--- src/rtl/cfr_pkg.sv ---
`timescale 1ns / 1ps

package cfr_pkg;

	// Largest frame, in bytes, that is accepted without an error.
	localparam int unsigned MAX_FRAME_BYTES = 1024;

	localparam int unsigned POS_W = 11;
	localparam int unsigned CNT_W = POS_W + 1;

	localparam logic [POS_W-1:0] POS_MAX       = '1;
	localparam logic [POS_W-1:0] HDR_BYTES     = POS_W'(5);
	localparam logic [7:0]       SUBFRAME_TYPE = 8'd8;
	localparam logic [3:0]       SUB_ID        = 4'd6;
	localparam logic [3:0]       SUB_LEN       = 4'd8;
	localparam logic [15:0]      SUM_GOOD      = 16'hFFFF;

	localparam logic KIND_PAYLOAD = 1'b0;
	localparam logic KIND_SUMMARY = 1'b1;

	typedef struct packed {
		logic [7:0] data_byte;
		logic       last_byte;
	} item_beat_t;

	typedef struct packed {
		logic        kind;
		logic [7:0]  payload_byte;
		logic        checksum_ok;
		logic        frame_error;
		logic [7:0]  version_field;
		logic [7:0]  frame_type;
		logic [15:0] port_field;
		logic [7:0]  payload_length;
		logic [3:0]  sub_type;
		logic [13:0] source_port;
		logic [13:0] destination_port;
		logic [31:0] sub_value;
	} result_beat_t;

endpackage

--- src/rtl/checksummed_frame_receiver.sv ---
`timescale 1ns / 1ps

// Checksummed frame receiver. Each input beat carries one byte of a datagram,
// with last_byte set on its final byte. Header bytes 0 to 4 are version,
// type, a little-endian 16-bit port and the payload length; every payload
// byte that arrives before the final byte leaves as a payload result, and the
// final byte produces one summary result instead, holding the ones'-
// complement checksum verdict (folded 16-bit sum of little-endian byte pairs
// equal to 0xFFFF), a frame error flag, the header fields and, for frame type
// 8, the unpacked sub-frame header. Header bytes that never arrived read as
// zero. The block takes one beat per clock while results are taken: a beat is
// registered in an input stage, and a single pass of small logic (one 16-bit
// add with end-around carry and some byte steering) then updates the frame
// state and loads the result register once that register is free. Result
// valid rises when the result register is loaded. Throughput is one byte per
// cycle as long as results are taken; a byte that is not payload and not
// final produces no result. After a summary the frame state returns to its
// reset values, ready for the next frame with no gap.

module checksummed_frame_receiver import cfr_pkg::*; (
	input  logic         clk,
	input  logic         arst_n,
	input  logic         item_valid,
	output logic         item_ready,
	input  item_beat_t   item,
	output logic         result_valid,
	input  logic         result_ready,
	output result_beat_t result
);

	// Input stage.
	logic       valid_s1;
	item_beat_t item_s1;

	// Frame state.
	logic [POS_W-1:0] pos_q;
	logic [15:0]      sum_q;
	logic [7:0]       low_q;
	logic [39:0]      hdr_q;
	logic [31:0]      sub_hdr_q;
	logic [31:0]      sub_val_q;
	logic             err_q;

	// Result register.
	logic         res_valid_q;
	result_beat_t res_q;

	// The processing stage may fire whenever the result register is empty or
	// is being emptied in this cycle.
	logic advance;
	assign advance    = !res_valid_q || result_ready;
	assign item_ready = !valid_s1 || advance;

	logic fire;
	assign fire = valid_s1 && advance;

	// Next-state values for the byte held in the input stage.
	logic [POS_W-1:0] pos_n;
	logic [15:0]      sum_n;
	logic [7:0]       low_n;
	logic [39:0]      hdr_n;
	logic [31:0]      sub_hdr_n;
	logic [31:0]      sub_val_n;
	logic             err_n;
	logic [CNT_W-1:0] count;
	logic [POS_W-1:0] off;
	logic             in_payload;
	logic [16:0]      sum_wide;
	logic [7:0]       len;
	logic [7:0]       ftype;
	logic [7:0]       sb0, sb1, sb2, sb3;
	logic             frame_bad;
	logic             emit;
	result_beat_t     res_n;

	always_comb begin
		hdr_n      = hdr_q;
		sub_hdr_n  = sub_hdr_q;
		sub_val_n  = sub_val_q;
		low_n      = low_q;
		sum_n      = sum_q;
		in_payload = 1'b0;
		count      = {1'b0, pos_q} + CNT_W'(1);
		off        = pos_q - HDR_BYTES;
		len        = hdr_q[39:32];

		// Header capture, then payload capture of the first eight payload
		// bytes for the sub-frame fields. The length byte is already stored
		// by the time the first payload byte arrives.
		if (pos_q < HDR_BYTES) begin
			hdr_n[{pos_q[2:0], 3'b000} +: 8] = item_s1.data_byte;
		end else if (off < {3'b000, len}) begin
			in_payload = 1'b1;
			if (off < POS_W'(4)) begin
				sub_hdr_n[{off[1:0], 3'b000} +: 8] = item_s1.data_byte;
			end else if (off < POS_W'(8)) begin
				sub_val_n[{off[1:0], 3'b000} +: 8] = item_s1.data_byte;
			end
		end

		// Ones'-complement accumulation over little-endian byte pairs. The
		// fold cannot carry a second time since both operands are 16 bits.
		sum_wide = {1'b0, sum_q} + {1'b0, item_s1.data_byte, low_q};
		if (!pos_q[0]) begin
			low_n = item_s1.data_byte;
		end else if (sum_wide[16]) begin
			sum_n = sum_wide[15:0] + 16'd1;
		end else begin
			sum_n = sum_wide[15:0];
		end

		err_n = err_q || (count > CNT_W'(MAX_FRAME_BYTES));
		pos_n = (pos_q == POS_MAX) ? pos_q : pos_q + POS_W'(1);

		// Summary fields are taken from the state including this byte.
		ftype = hdr_n[15:8];
		sb0   = sub_hdr_n[7:0];
		sb1   = sub_hdr_n[15:8];
		sb2   = sub_hdr_n[23:16];
		sb3   = sub_hdr_n[31:24];

		frame_bad = err_n || count[0] ||
			(count < {1'b0, HDR_BYTES}) ||
			(count < ({1'b0, HDR_BYTES} + {4'b0000, hdr_n[39:32]}));

		res_n = '0;
		if (item_s1.last_byte) begin
			res_n.kind           = KIND_SUMMARY;
			res_n.checksum_ok    = (sum_n == SUM_GOOD);
			res_n.frame_error    = frame_bad;
			res_n.version_field  = hdr_n[7:0];
			res_n.frame_type     = ftype;
			res_n.port_field     = hdr_n[31:16];
			res_n.payload_length = hdr_n[39:32];
			if (ftype == SUBFRAME_TYPE) begin
				res_n.sub_type         = sb0[3:0];
				res_n.source_port      = {sb2[1:0], sb1, sb0[7:4]};
				res_n.destination_port = {sb3, sb2[7:2]};
				if (sb0[3:0] == SUB_ID) begin
					res_n.sub_value = sub_val_n;
				end else if (sb0[3:0] == SUB_LEN) begin
					res_n.sub_value = {24'd0, sub_val_n[7:0]};
				end
			end
		end else begin
			res_n.kind         = KIND_PAYLOAD;
			res_n.payload_byte = item_s1.data_byte;
		end

		emit = item_s1.last_byte || in_payload;
	end

	// Input stage: the control bit resets, the byte itself does not.
	always_ff @(posedge clk or negedge arst_n) begin
		if (!arst_n) begin
			valid_s1 <= 1'b0;
		end else if (item_ready) begin
			valid_s1 <= item_valid;
		end
	end

	always_ff @(posedge clk) begin
		if (item_ready && item_valid) begin
			item_s1 <= item;
		end
	end

	// Frame state. A summary returns every field to its reset value.
	always_ff @(posedge clk or negedge arst_n) begin
		if (!arst_n) begin
			pos_q     <= '0;
			sum_q     <= '0;
			low_q     <= '0;
			hdr_q     <= '0;
			sub_hdr_q <= '0;
			sub_val_q <= '0;
			err_q     <= 1'b0;
		end else if (fire) begin
			if (item_s1.last_byte) begin
				pos_q     <= '0;
				sum_q     <= '0;
				low_q     <= '0;
				hdr_q     <= '0;
				sub_hdr_q <= '0;
				sub_val_q <= '0;
				err_q     <= 1'b0;
			end else begin
				pos_q     <= pos_n;
				sum_q     <= sum_n;
				low_q     <= low_n;
				hdr_q     <= hdr_n;
				sub_hdr_q <= sub_hdr_n;
				sub_val_q <= sub_val_n;
				err_q     <= err_n;
			end
		end
	end

	// Result register.
	always_ff @(posedge clk or negedge arst_n) begin
		if (!arst_n) begin
			res_valid_q <= 1'b0;
		end else if (advance) begin
			res_valid_q <= fire && emit;
		end
	end

	always_ff @(posedge clk) begin
		if (fire && emit) begin
			res_q <= res_n;
		end
	end

	assign result_valid = res_valid_q;
	assign result       = res_q;

endmodule
--- config.mk ---
export PLATFORM = sky130hd
export DESIGN_NAME = checksummed_frame_receiver
export DESIGN_NICKNAME = d
export VERILOG_FILES = /design/src/rtl/cfr_pkg.sv /design/src/rtl/checksummed_frame_receiver.sv
export SDC_FILE = /design/constraint.sdc
export NUM_CORES = 1
export LEC_CHECK = 0
export ABC_AREA = 1
export BUFFER_PORTS_ARGS = -buffer_cell sky130_fd_sc_hd__buf_4
export CAP_MARGIN = 0
export CORE_MARGIN = 1.5
export CORE_UTILIZATION = 56
export CTS_CLUSTER_SIZE = 8
export DETAILED_ROUTE_END_ITERATION = 10
export GPL_ROUTABILITY_DRIVEN = 1
export GPL_TIMING_DRIVEN = 0
export PLACE_DENSITY = 0.87
export SLEW_MARGIN = 20
export SYNTH_ARGS = -nofsm -noshare
export SYNTH_HDL_FRONTEND = slang
export SYNTH_SLANG_ARGS = --single-unit
export TNS_END_PERCENT = 5
--- constraint.sdc ---
create_clock -name clk -period 13.89 [get_ports clk]
set_input_delay 2.778 -clock clk [delete_from_list [all_inputs] [get_ports clk]]
set_output_delay 2.778 -clock clk [all_outputs]
set_load 0.02 [all_outputs]
### Word level (Yosys, flattened, before mapping)

Index checks and enable logic that the tools add are counted.

| operators by class | value |
|---|---|
| equal/unequal tests | 7 |
| reductions and logical operators | 15 |
| $lt $le $gt $ge | 7 |
| mux-type cells | 27 |
| add/subtract/negate cells | 8 |
| shift-type cells | 4 |

Operators by type and width:

| operator | count |
|---|---|
| $mux W32 | 10 |
| $mux W40 | 2 |
| $bwmux W32 | 2 |
| $mux W16 | 3 |
| $bwmux W40 | 1 |
| $shift A8 B8 Y40 const A | 1 |
| $shiftx A8 B8 Y40 | 1 |
| $shift A8 B7 Y32 const A | 1 |
| $shiftx A8 B7 Y32 | 1 |
| $mux W8 | 3 |
| $lt A11 B3 Y1 const B | 2 |
| $mux W11 | 2 |
| $add A16 B16 Y17 | 1 |
| $add A16 B1 Y16 const B | 1 |
| $eq A16 B16 Y1 const B | 1 |
| $add A11 B1 Y12 const B | 1 |
| $gt A12 B11 Y1 const B | 1 |
| $lt A12 B3 Y1 const B | 1 |
| $lt A12 B9 Y1 | 1 |
| $add A11 B1 Y11 const B | 1 |
| $eq A11 B11 Y1 const B | 1 |
| $lt A11 B4 Y1 const B | 1 |
| $lt A11 B8 Y1 | 1 |
| $sub A11 B3 Y11 const B | 1 |
| 12 further kinds | 27 |

| word-level totals | value |
|---|---|
| input port bits | 13 |
| register bits | 266 |
| output and inout bits | 117 |

### Depth between registers and ports, before layout

Gate-level depths: netlist (run 1).

| depth | value |
|---|---|
| word-level depth | 10 |
| gate-level depth with buffers | 26 |
| mapped depth without buffers | 22 |

### Worst setup path after synthesis (run 1)

No wires, ideal clock.

| path | value |
|---|---|
| kind | input port to flip-flop |
| start point | input port result_ready |
| end point | register res_q (netlist bit result[0]), enable pin |
| path buffers | 0 |
| stages on the path | 6 |
| data arrival time | 5528 ps |
| slack | 7894 ps |
| data required time | 13422 ps |
| cells stage by stage | inv_1 nand2_1 nand2_1 clkinv_1 o21ai_0 inv_1 |

| between the ends | value |
|---|---|
| cells in the longest elaborated chain, start to end | 3 |

RTL lines:

| what | line | RTL |
|---|---|---|
| from (decl) | checksummed_frame_receiver.sv:27 | `input logic result_ready,` |
| $logic_or A1 B1 Y1 | checksummed_frame_receiver.sv:51 | `assign advance = !res_valid_q \|\| result_ready;` |
| $logic_and A1 B1 Y1 | checksummed_frame_receiver.sv:55 | `assign fire = valid_s1 && advance;` |
| $logic_and A1 B1 Y1 | checksummed_frame_receiver.sv:209 | `if (fire && emit) begin` |
| to (signal assigned) | checksummed_frame_receiver.sv:210 | `res_q <= res_n;` |
| to (decl) | checksummed_frame_receiver.sv:46 | `result_beat_t res_q;` |

No other way between the ends.
A chain may end at the register's enable or synchronous reset.

### Worst setup path in the final report (run 1)

| path | value |
|---|---|
| start point | input port result_ready |
| end point | output port item_ready |

| between the ends | value |
|---|---|
| cells in the longest elaborated chain, start to end | 2 |

RTL lines:

| what | line | RTL |
|---|---|---|
| $logic_or A1 B1 Y1 | checksummed_frame_receiver.sv:51 |  |
| $logic_or A1 B1 Y1 | checksummed_frame_receiver.sv:52 | `assign item_ready = !valid_s1 \|\| advance;` |
| to (decl) | checksummed_frame_receiver.sv:24 | `output logic item_ready,` |

No other way between the ends.

==> flow_summary.json, run 1 <==
{
  "outcome": "complete, no violations",
  "yosysMostFrequentCell": "nand2_1",
  "drv_slew": 0,
  "path_class": "in -> out",
  "crit_required_ns": 11.11,
  "hold_buffers": 0,
  "fin_tns_setup_ns": 0,
  "seqPwrFrac_pct": 36.2,
  "cp_cell_sequence": "buf_4, inv_1, nand3_1, buf_4",
  "ir_worst_vdd_v": 0.000106,
  "fmax_ghz": 0.167,
  "end_kind": "primary output",
  "drtPass1Iterations": 6,
  "post-dp-hpwl_mm": 27.5,
  "critPathArrivalTime_ns": 3.23,
  "synth-seq-cells": 266,
  "clk_pin_slew_ns": 0.05,
  "core_um2": 24200,
  "wl_mm": 39.0,
  "hold_violations": 0,
  "grt_usage_pct": 30.7,
  "cts_max_path_buffers": 3,
  "worst-path-buf-inv": 3,
  "critPathMostFrequentCell": "buf_4",
  "cpMaxStageDelayCell": "buf_4",
  "numCtsBuffers": 39,
  "portBuffers": 129,
  "grt_antenna_before_repair": 0,
  "clkLatencyLatePin_ns": 0.52,
  "synth_edf_count": 124,
  "ios": 130,
  "postSynthAreaPerCell_um2": 8.42,
  "grt_max_degree": 87,
  "die_h_um": 160,
  "slew_headroom_pct": 32.2,
  "ys_types": 46,
  "synth_area_leaders": "edfxtp_1 27%, dfrtp_1 26%, nand2_1 12%, o21ai_0 6.3%, nor2_1 5.5%",
  "syn_to_final_growth_pct": 18.4,
  "antenna_cells": 0,
  "crit_family": "buffers and inverters",
  "cts_setup_buffers": 0,
  "start_util_pct": 56.7,
  "drv_cap": 0,
  "row_count": 57,
  "cts_sinks": 266,
  "drt_iter0_markers": 1537,
  "syn_area_um2": 13800,
  "combPwrFrac_pct": 32.5,
  "sw_frac_of_total_pct": 36.5,
  "grt_overflow": 0,
  "period_needed_ns": 6.00,
  "cts_tree": "built",
  "p_switching_mw": 0.988,
  "root_buffer": "clkbuf_16",
  "synth_cells": 1634,
  "instances_no_fill": 2155,
  "synth_fp_nets": 1689,
  "synth.top_cell.area_share_pct": 27.1,
  "synth_ff_type": "dfrtp_1",
  "synth.largest_area_cell": "edfxtp_1",
  "crit_fanout": 3,
  "worst_pin_slew_ns": 1.01,
  "max_stage_delay_ns": 0.18,
  "grt_setup_unrepaired": "false",
  "die_w_um": 160,
  "fin_crit_sh_pct": 43.2,
  "synth-async-reset-ratio_pct": 53.4,
  "finClkSkew_ns": 0.0263,
  "power_leakage_nw": 7.18,
  "dieArea_um2": 25500,
  "drive_gt1_share_pct": 12.6,
  "vias": 12800,
  "cts.htree.levels": 2,
  "dp_cells": 2089,
  "p_int_mw": 1.72,
  "synthTopCellsByCount": "444 x nand2_1, 203 x nor2_1, 172 x o21ai_0",
  "ys_warn_count": 0,
  "cp-start-kind": "input pin",
  "grt_pass1_vias": 12300,
  "via_per_inst": 5.94,
  "drc": 0,
  "ant_nets": 0,
  "ctsResizeCount": 0,
  "p_per_area_nw_per_um2": 166,
  "pwr-share-clk_pct": 31.4,
  "setup_viol": 0,
  "final_nets": 1861,
  "grt_pass1_wl_mm": 62.1,
  "hp-class": "reg -> reg",
  "gp_congestion": 0.954,
  "wire_per_inst_um": 18.1,
  "p_total_mw": 2.71,
  "synth-seq-area-share_pct": 52.9
}
## layer usage
metal / up-vias / track usage [%] / routed length, um
li1: 5768 / - / -
met1: 5988 / 38.7 / 14800
met2: 840 / 49.4 / 17900
met3: 203 / 7.71 / 4240
met4: 0 / 15.7 / 2150
met5: - / 0.379 / 0
## per-stage QoR
stage / util, % / hold WS (ns) / instance area [um2] / worst slack, ns
after detailed placement: 62.7 / 0.468 / 15200 / 7.89
after floorplan: - / 0.448 / 13800 / 7.89
after CTS: 67.2 / 0.481 / 16300 / 7.88
after global placement: 62.4 / 0.461 / 15100 / 6.37
final: 67.2 / 0.481 / 16300 / 7.89
after global routing: 67.2 / 0.504 / 16300 / 7.85
## registers in the layout, indices dropped and copies added, names as in the netlist, 8 cells and up
signal	count
result	115
hdr_q	40
sub_hdr_q	32
sub_val_q	32
sum_q	16
pos_q	11
item_s1	9
low_q	8
## cell usage in the layout (no fill, tap or decap), types with 4 or more instances in the layout
| cell type | synthesis | routed |
|---|---|---|
| nor3_1 | 7 | 7 |
| nor2_2 | 6 | 6 |
| nand4_1 | 12 | 12 |
| o22ai_1 | 56 | 56 |
| inv_1 | 159 | 158 |
| clkbuf_16 | 0 | 39 |
| clkbuf_1 | 46 | 70 |
| inv_2 | 8 | 8 |
| a21oi_2 | 7 | 7 |
| buf_4 | 4 | 132 |
| o21ai_1 | 26 | 26 |
| nor2_4 | 4 | 4 |
| o21ai_0 | 172 | 172 |
| ha_1 | 41 | 41 |
| buf_2 | 6 | 6 |
| nor2_1 | 203 | 203 |
| dfrtp_1 | 142 | 142 |
| a31oi_1 | 15 | 15 |
| nand2_2 | 7 | 7 |
| xor2_1 | 15 | 15 |
| a21oi_1 | 26 | 26 |
| nand3_1 | 64 | 64 |
| edfxtp_1 | 124 | 124 |
| nand2_1 | 444 | 444 |
| mux2_2 | 4 | 4 |
## kinds of logic (layout without fill, tap and decap cells)
kind of cell	after synthesis	count (layout)	synth area share [%]
adder cells (fa/ha/maj)	42	42	3.87
AND/OR/NAND/NOR	762	762	22.8
multiplexers	4	4	0.327
XOR/XNOR	18	18	1.15
buffers and inverters	229	426	6.56
AO/OA/AOI/OAI	313	313	12.5
flip-flops	266	266	52.9
## worst paths after layout
| check | start | to | slack [ns] | cells past startpoint |
|---|---|---|---|---|
| worst min register to register | hdr_q[15] | hdr_q[15] | 0.48 | 2 |
| worst max-delay path | result_ready | item_ready | 7.89 | 4 |
| worst max register to register | pos_q[0] | result[52] | 8.73 | 17 |
| min in group asynchronous | arst_n | pos_q[3] | 2.17 | 1 |
| max in group asynchronous | arst_n | sum_q[13] | 10.88 | 2 |
| worst min-delay path | hdr_q[15] | hdr_q[15] | 0.48 | 2 |
## area by class of cell
type                       instances  area, um2
fill                            1791       7960
clock inverter                     3       18.8
tap                              324        405
timing repair buffer             131       1030
buffer                            58        255
sequential                       266       7280
clock buffer                      63       1070
multi-input combinational       1139       5580
inverter                         171        652
## worst register-to-register path: cells and delay by family, from the launching register on
family	cells	cell delay, ns
AO/OA/AOI/OAI	1	0.80
flip-flops	1	0.46
AND/OR/NAND/NOR	7	0.61
adder cells (fa/ha/maj)	2	0.63
buffers and inverters	7	2.32
## power by group through the flow
| stage | logic, mW | clock network (mW) | registers (mW) |
|---|---|---|---|
| 2_1_floorplan | 0.578 | 0 | 1.01 |
| 3_3_place_gp | 0.809 | 0 | 0.988 |
| 3_5_place_dp | 0.847 | 0 | 0.988 |
| 4_1_cts | 0.857 | 0.849 | 0.976 |
| 5_1_grt | 0.974 | 0.883 | 0.983 |
| 6_report | 0.878 | 0.848 | 0.979 |
Power figures use the tool's default switching activity.
==> run 2, diff against run 1 <==
- CORE_UTILIZATION: 56 -> 54
- PLACE_DENSITY: 0.87 -> 0.88
- clock period: 13.89 -> 5.4 ns (I/O delays scaled with it)
==> flow_summary.json, run 2 (synthesized netlist as in run 1, its figures left out) <==
{
  "wl_mm": 39.9,
  "post-dp-hpwl_mm": 28.0,
  "cp-start-kind": "flop",
  "reg2reg_slack_ns": 0.29,
  "regArea_um2": 7280,
  "worst_pin_slew_ns": 0.937,
  "grt_max_degree": 86,
  "layout_commonest_cell": "nand2_1",
  "crit_fanout": 61,
  "cts_max_path_buffers": 3,
  "cts_setup_buffers": 0,
  "max_stage_delay_ns": 0.74,
  "hold_buffers": 0,
  "drtPass1Iterations": 9,
  "grt_pass1_wl_mm": 63.3,
  "die_w_um": 163,
  "outcome": "complete, no violations",
  "power_leakage_nw": 7.20,
  "cts_tree": "built",
  "period_needed_ns": 5.11,
  "portBuffers": 129,
  "drv_slew": 0,
  "start_util_pct": 54.8,
  "drc": 0,
  "fin_crit_sh_pct": 94.6,
  "r2r-end": "result[77]",
  "cts_sinks": 266,
  "drive_gt1_share_pct": 12.6,
  "vias": 12900,
  "ant_nets": 0,
  "gp_congestion": 0.951,
  "timing.rr.start": "pos_q[0]",
  "fin_tns_setup_ns": 0,
  "layout_common_cells": "444 x nand2_1, 203 x nor2_1, 172 x o21ai_0",
  "ctsResizeCount": 0,
  "drv_cap": 0,
  "hold_slack_ns": 0.474,
  "hp-class": "in -> async",
  "root_buffer": "clkbuf_16",
  "place_ws_ns": 0.530,
  "cts.htree.levels": 2,
  "place_area_um2": 15200,
  "multi_input_area_um2": 5580,
  "syn_to_final_growth_pct": 18.8,
  "row_count": 58,
  "largest_reg_flops": 115,
  "final_nets": 1861,
  "reg2reg_depth": 17,
  "final_util_pct": 65.1,
  "critPathArrivalTime_ns": 5.34,
  "die_h_um": 163,
  "finClkSkew_ns": 0.0222,
  "drt_iter0_markers": 1484,
  "clk_pin_slew_ns": 0.05,
  "ios": 130,
  "p_per_area_nw_per_um2": 431,
  "dieArea_um2": 26400,
  "nFillCells": 1915,
  "fmax_ghz": 0.196,
  "p_total_mw": 7.05,
  "grt_overflow": 0,
  "grt_pass1_vias": 12400,
  "wire_per_inst_um": 18.4,
  "setup_viol": 0,
  "cp_cell_sequence": "buf_4, inv_2, clkbuf_1, ha_1, clkbuf_1, inv_1, ha_1, nand3_1, nand2_1, nand2_1, nand3_1, nand2_1, nand2_1, nor2_1, o21ai_0, inv_6, buf_16",
  "worst_slack_ns": 0.292,
  "end_kind": "flop",
  "path_class": "reg -> reg",
  "grt_setup_unrepaired": "false",
  "fin_area_um2": 16300,
  "slew_headroom_pct": 36.9,
  "cpMaxStageDelayCell": "o21ai_0",
  "via_per_inst": 5.93,
  "clkLatencyLatePin_ns": 0.53,
  "critPathMostFrequentCell": "nand2_1",
  "grt_usage_pct": 30.5,
  "grt_antenna_before_repair": 1,
  "instances_no_fill": 2167,
  "dp_cells": 2095,
  "core_um2": 25100,
  "numCtsBuffers": 39,
  "crit_required_ns": 5.64,
  "hold_violations": 0,
  "ir_worst_vdd_v": 0.000295
}
-- run 2: cell types whose count changed in the layout (fill, tap and decap cells not counted) --
cell / delta
clkbuf_1: +4
clkinv_2: -2
clkbuf_16: +1
clkinv_8: +1
diode_2: +1
inv_4: +1
-- run 2: cell type report --
cell class	instances	share of cell area (%)
antenna	1	0.0153
buffer	58	1.56
clock buffer	68	6.77
clock inverter	3	0.191
inverter	171	3.99
multi-input combinational	1139	34.1
sequential	266	44.5
tap	330	2.53
timing repair buffer	131	6.31
-- run 2: where the power goes --
group          total [mW]  internal, mW  switching, mW
combinational        2.26         0.704           1.56
clock                2.27          1.38          0.887
sequential           2.52          2.38          0.141
-- run 2: worst max path at each step --
| stage | end | cells after the start | slack [ns] | from |
|---|---|---|---|---|
| floorplan | result[0] | 20 | 0.17 | pos_q[0] |
| finish | result[77] | 17 | 0.29 | pos_q[0] |
| global placement | result[69] | 16 | -1.59 | pos_q[0] |
| detailed placement | result[69] | 17 | 0.53 | pos_q[0] |
| CTS | result[104] | 23 | 0.46 | pos_q[0] |
| global route | result[104] | 23 | 0.08 | pos_q[0] |
-- run 2: critical path: cells and delay by family, from the launching register on --
kind | cells | cell delay [ns]
adders and majority gates | 2 | 0.68
DFF | 1 | 0.48
AOI/OAI and AO/OA | 1 | 0.74
and+or+nand+nor | 7 | 0.47
buffers and inverters | 7 | 2.37
-- run 2: layer usage --
layer / vias up / GRT usage [%] / share of wire [%] / wire, um
met1: 6001 / 38.2 / 38 / 15100
met3: 205 / 6.85 / 11 / 4250
li1: 5777 / - / - / -
met5: - / 0 / 0.030 / 12
met2: 874 / 49.6 / 46 / 18400
met4: 2 / 16.3 / 5.4 / 2160
==> run 3, diff against run 2 <==
- ABC_AREA: 1 -> 0
- CORE_UTILIZATION: 54 -> 55
- HOLD_SLACK_MARGIN: not set -> 0.08
==> flow_summary.json, run 3 <==
{
  "outcome": "complete, no violations",
  "synth-seq-area-share_pct": 48.5,
  "synth_ff_type": "dfrtp_1",
  "crit_required_ns": 5.76,
  "grt_usage_pct": 31.4,
  "grt_setup_unrepaired": "false",
  "period_needed_ns": 5.15,
  "root_buffer": "clkbuf_16",
  "die_h_um": 168,
  "regArea_um2": 7280,
  "critPathArrivalTime_ns": 5.50,
  "finClkSkew_ns": 0.0292,
  "slew_headroom_pct": 27.4,
  "grt_max_degree": 89,
  "postSynthAreaPerCell_um2": 9.68,
  "gp_congestion": 0.955,
  "vias": 13600,
  "hold_violations": 0,
  "grt_pass1_vias": 13300,
  "cpMaxStageDelayCell": "dfrtp_1",
  "wl_mm": 44.9,
  "final_util_pct": 66.1,
  "ant_nets": 0,
  "ios": 130,
  "hold_buffers": 0,
  "cp_cell_sequence": "buf_4, clkinvlp_4, clkbuf_2, ha_1, ha_1, nor2b_2, o21ai_1, nor4_4, buf_4, mux2i_2, inv_1, ha_1, inv_1, ha_1, a21o_1, a21o_1, a21o_1, a211oi_1, o21a_1, o21ai_0, a21o_1, a31oi_1",
  "ys_types": 86,
  "ir_worst_vdd_v": 0.000290,
  "p_per_area_nw_per_um2": 411,
  "end_kind": "flop",
  "cts_sinks": 266,
  "drv_cap": 0,
  "clkLatencyLatePin_ns": 0.55,
  "grt_overflow": 0,
  "grt_pass1_wl_mm": 69.9,
  "layout_common_cells": "233 x nand2_1, 142 x dfrtp_1, 139 x buf_4",
  "post-dp-hpwl_mm": 31.4,
  "synth_area_leaders": "edfxtp_1 25%, dfrtp_1 24%, nand2_1 5.8%, mux2i_1 4.0%, nand3_1 3.5%",
  "crit_fanout": 12,
  "via_per_inst": 6.47,
  "cts.htree.levels": 2,
  "drtPass1Iterations": 8,
  "drc": 0,
  "path_class": "reg -> reg",
  "ys_warn_count": 0,
  "cp-start-kind": "flop",
  "row_count": 60,
  "fin_area_um2": 17800,
  "synth-async-reset-ratio_pct": 53.4,
  "wire_per_inst_um": 21.3,
  "fmax_ghz": 0.194,
  "place_area_um2": 16500,
  "max_stage_delay_ns": 0.46,
  "nFillCells": 1974,
  "syn_to_final_growth_pct": 18.3,
  "hold_slack_ns": 0.451,
  "synth_cells": 1551,
  "synth-seq-cells": 266,
  "drv_slew": 0,
  "setup_viol": 0,
  "core_um2": 26900,
  "portBuffers": 129,
  "largest_reg_flops": 115,
  "clk_pin_slew_ns": 0.05,
  "fin_crit_sh_pct": 95.3,
  "numCtsBuffers": 39,
  "dp_cells": 2026,
  "cts_max_path_buffers": 3,
  "hp-class": "in -> async",
  "dieArea_um2": 28300,
  "worst_pin_slew_ns": 1.08,
  "start_util_pct": 55.9,
  "grt_antenna_before_repair": 0,
  "power_leakage_nw": 7.26,
  "instances_no_fill": 2103,
  "synth_edf_count": 124,
  "final_nets": 1787,
  "synth.top_cell.area_share_pct": 24.8,
  "cts_tree": "built",
  "layout_commonest_cell": "nand2_1",
  "die_w_um": 168,
  "drt_iter0_markers": 1654,
  "synthTopCellsByCount": "233 x nand2_1, 142 x dfrtp_1, 124 x edfxtp_1",
  "drive_gt1_share_pct": 14.7,
  "yosysMostFrequentCell": "nand2_1",
  "synth.largest_area_cell": "edfxtp_1",
  "crit_family": "compound AO/OA/AOI/OAI gates",
  "fin_tns_setup_ns": 0,
  "worst-path-buf-inv": 6,
  "syn_area_um2": 15000,
  "synth_fp_nets": 1606,
  "multi_input_area_um2": 7150
}
-- run 3: worst paths after layout --
| kind | startpoint | to | slack, ns | cells past startpoint |
|---|---|---|---|---|
| setup / recovery | pos_q[0] | result[104] | 0.25 | 22 |
| hold / removal | arst_n | sub_val_q[3] | 0.45 | 1 |
| setup reg to reg | pos_q[0] | result[104] | 0.25 | 22 |
| hold reg to reg | hdr_q[30] | hdr_q[30] | 0.48 | 2 |
| max in group asynchronous | arst_n | hdr_q[24] | 4.12 | 2 |
| min in group clk | hdr_q[30] | hdr_q[30] | 0.48 | 2 |
-- run 3: cells by family after synthesis --
| group | after synthesis | synth area share (%) |
|---|---|---|
| muxes | 61 | 4.07 |
| adders and majority gates | 42 | 3.55 |
| xor gates and xnor gates | 41 | 2.39 |
| buffers and inverters | 151 | 4.17 |
| and+or+nand+nor | 609 | 20.0 |
| AOI/OAI and AO/OA | 381 | 17.4 |
| DFF | 266 | 48.5 |
-- run 3: timing repair --
action                                  4_1_cts  5_1_grt
hold endpoints to repair                      0        0
endpoints found under the setup margin       40      150
setup buffers                                 3        4
resized for setup                             5        6
pin swaps                                     1        1
-- run 3: through the flow --
step	worst slack (ns)	total power [mW]
after floorplan	0.0677	4.29
after global placement	-1.37	4.80
after detailed placement	-0.309	4.93
after CTS	0.0216	7.21
after global routing	0.0154	7.60
final	0.252	7.30
-- run 3: where the power goes --
part,switching [mW],internal [mW]
Sequential,0.333,2.53
Combinational,1.33,0.820
Clock,0.919,1.35
-- run 3: layout make-up --
type	count	share of cell area, %
Sequential cell	266	41.0
Tap cell	341	2.40
Clock inverter	5	0.366
Clock buffer	64	6.02
Antenna cell	2	0.0282
Multi-Input combinational cell	1134	40.2
Inverter	34	0.739
Timing Repair Buffer	141	6.44
Buffer	116	2.80
-- run 3: per-layer routing --
metal  up-vias  track usage (%)  wire length, um
met4         0             19.3             2720
met5         -                0                0
li1       6029                -                -
met1      6434             36.9            16100
met3       232             7.71             4860
met2       913             52.0            21100
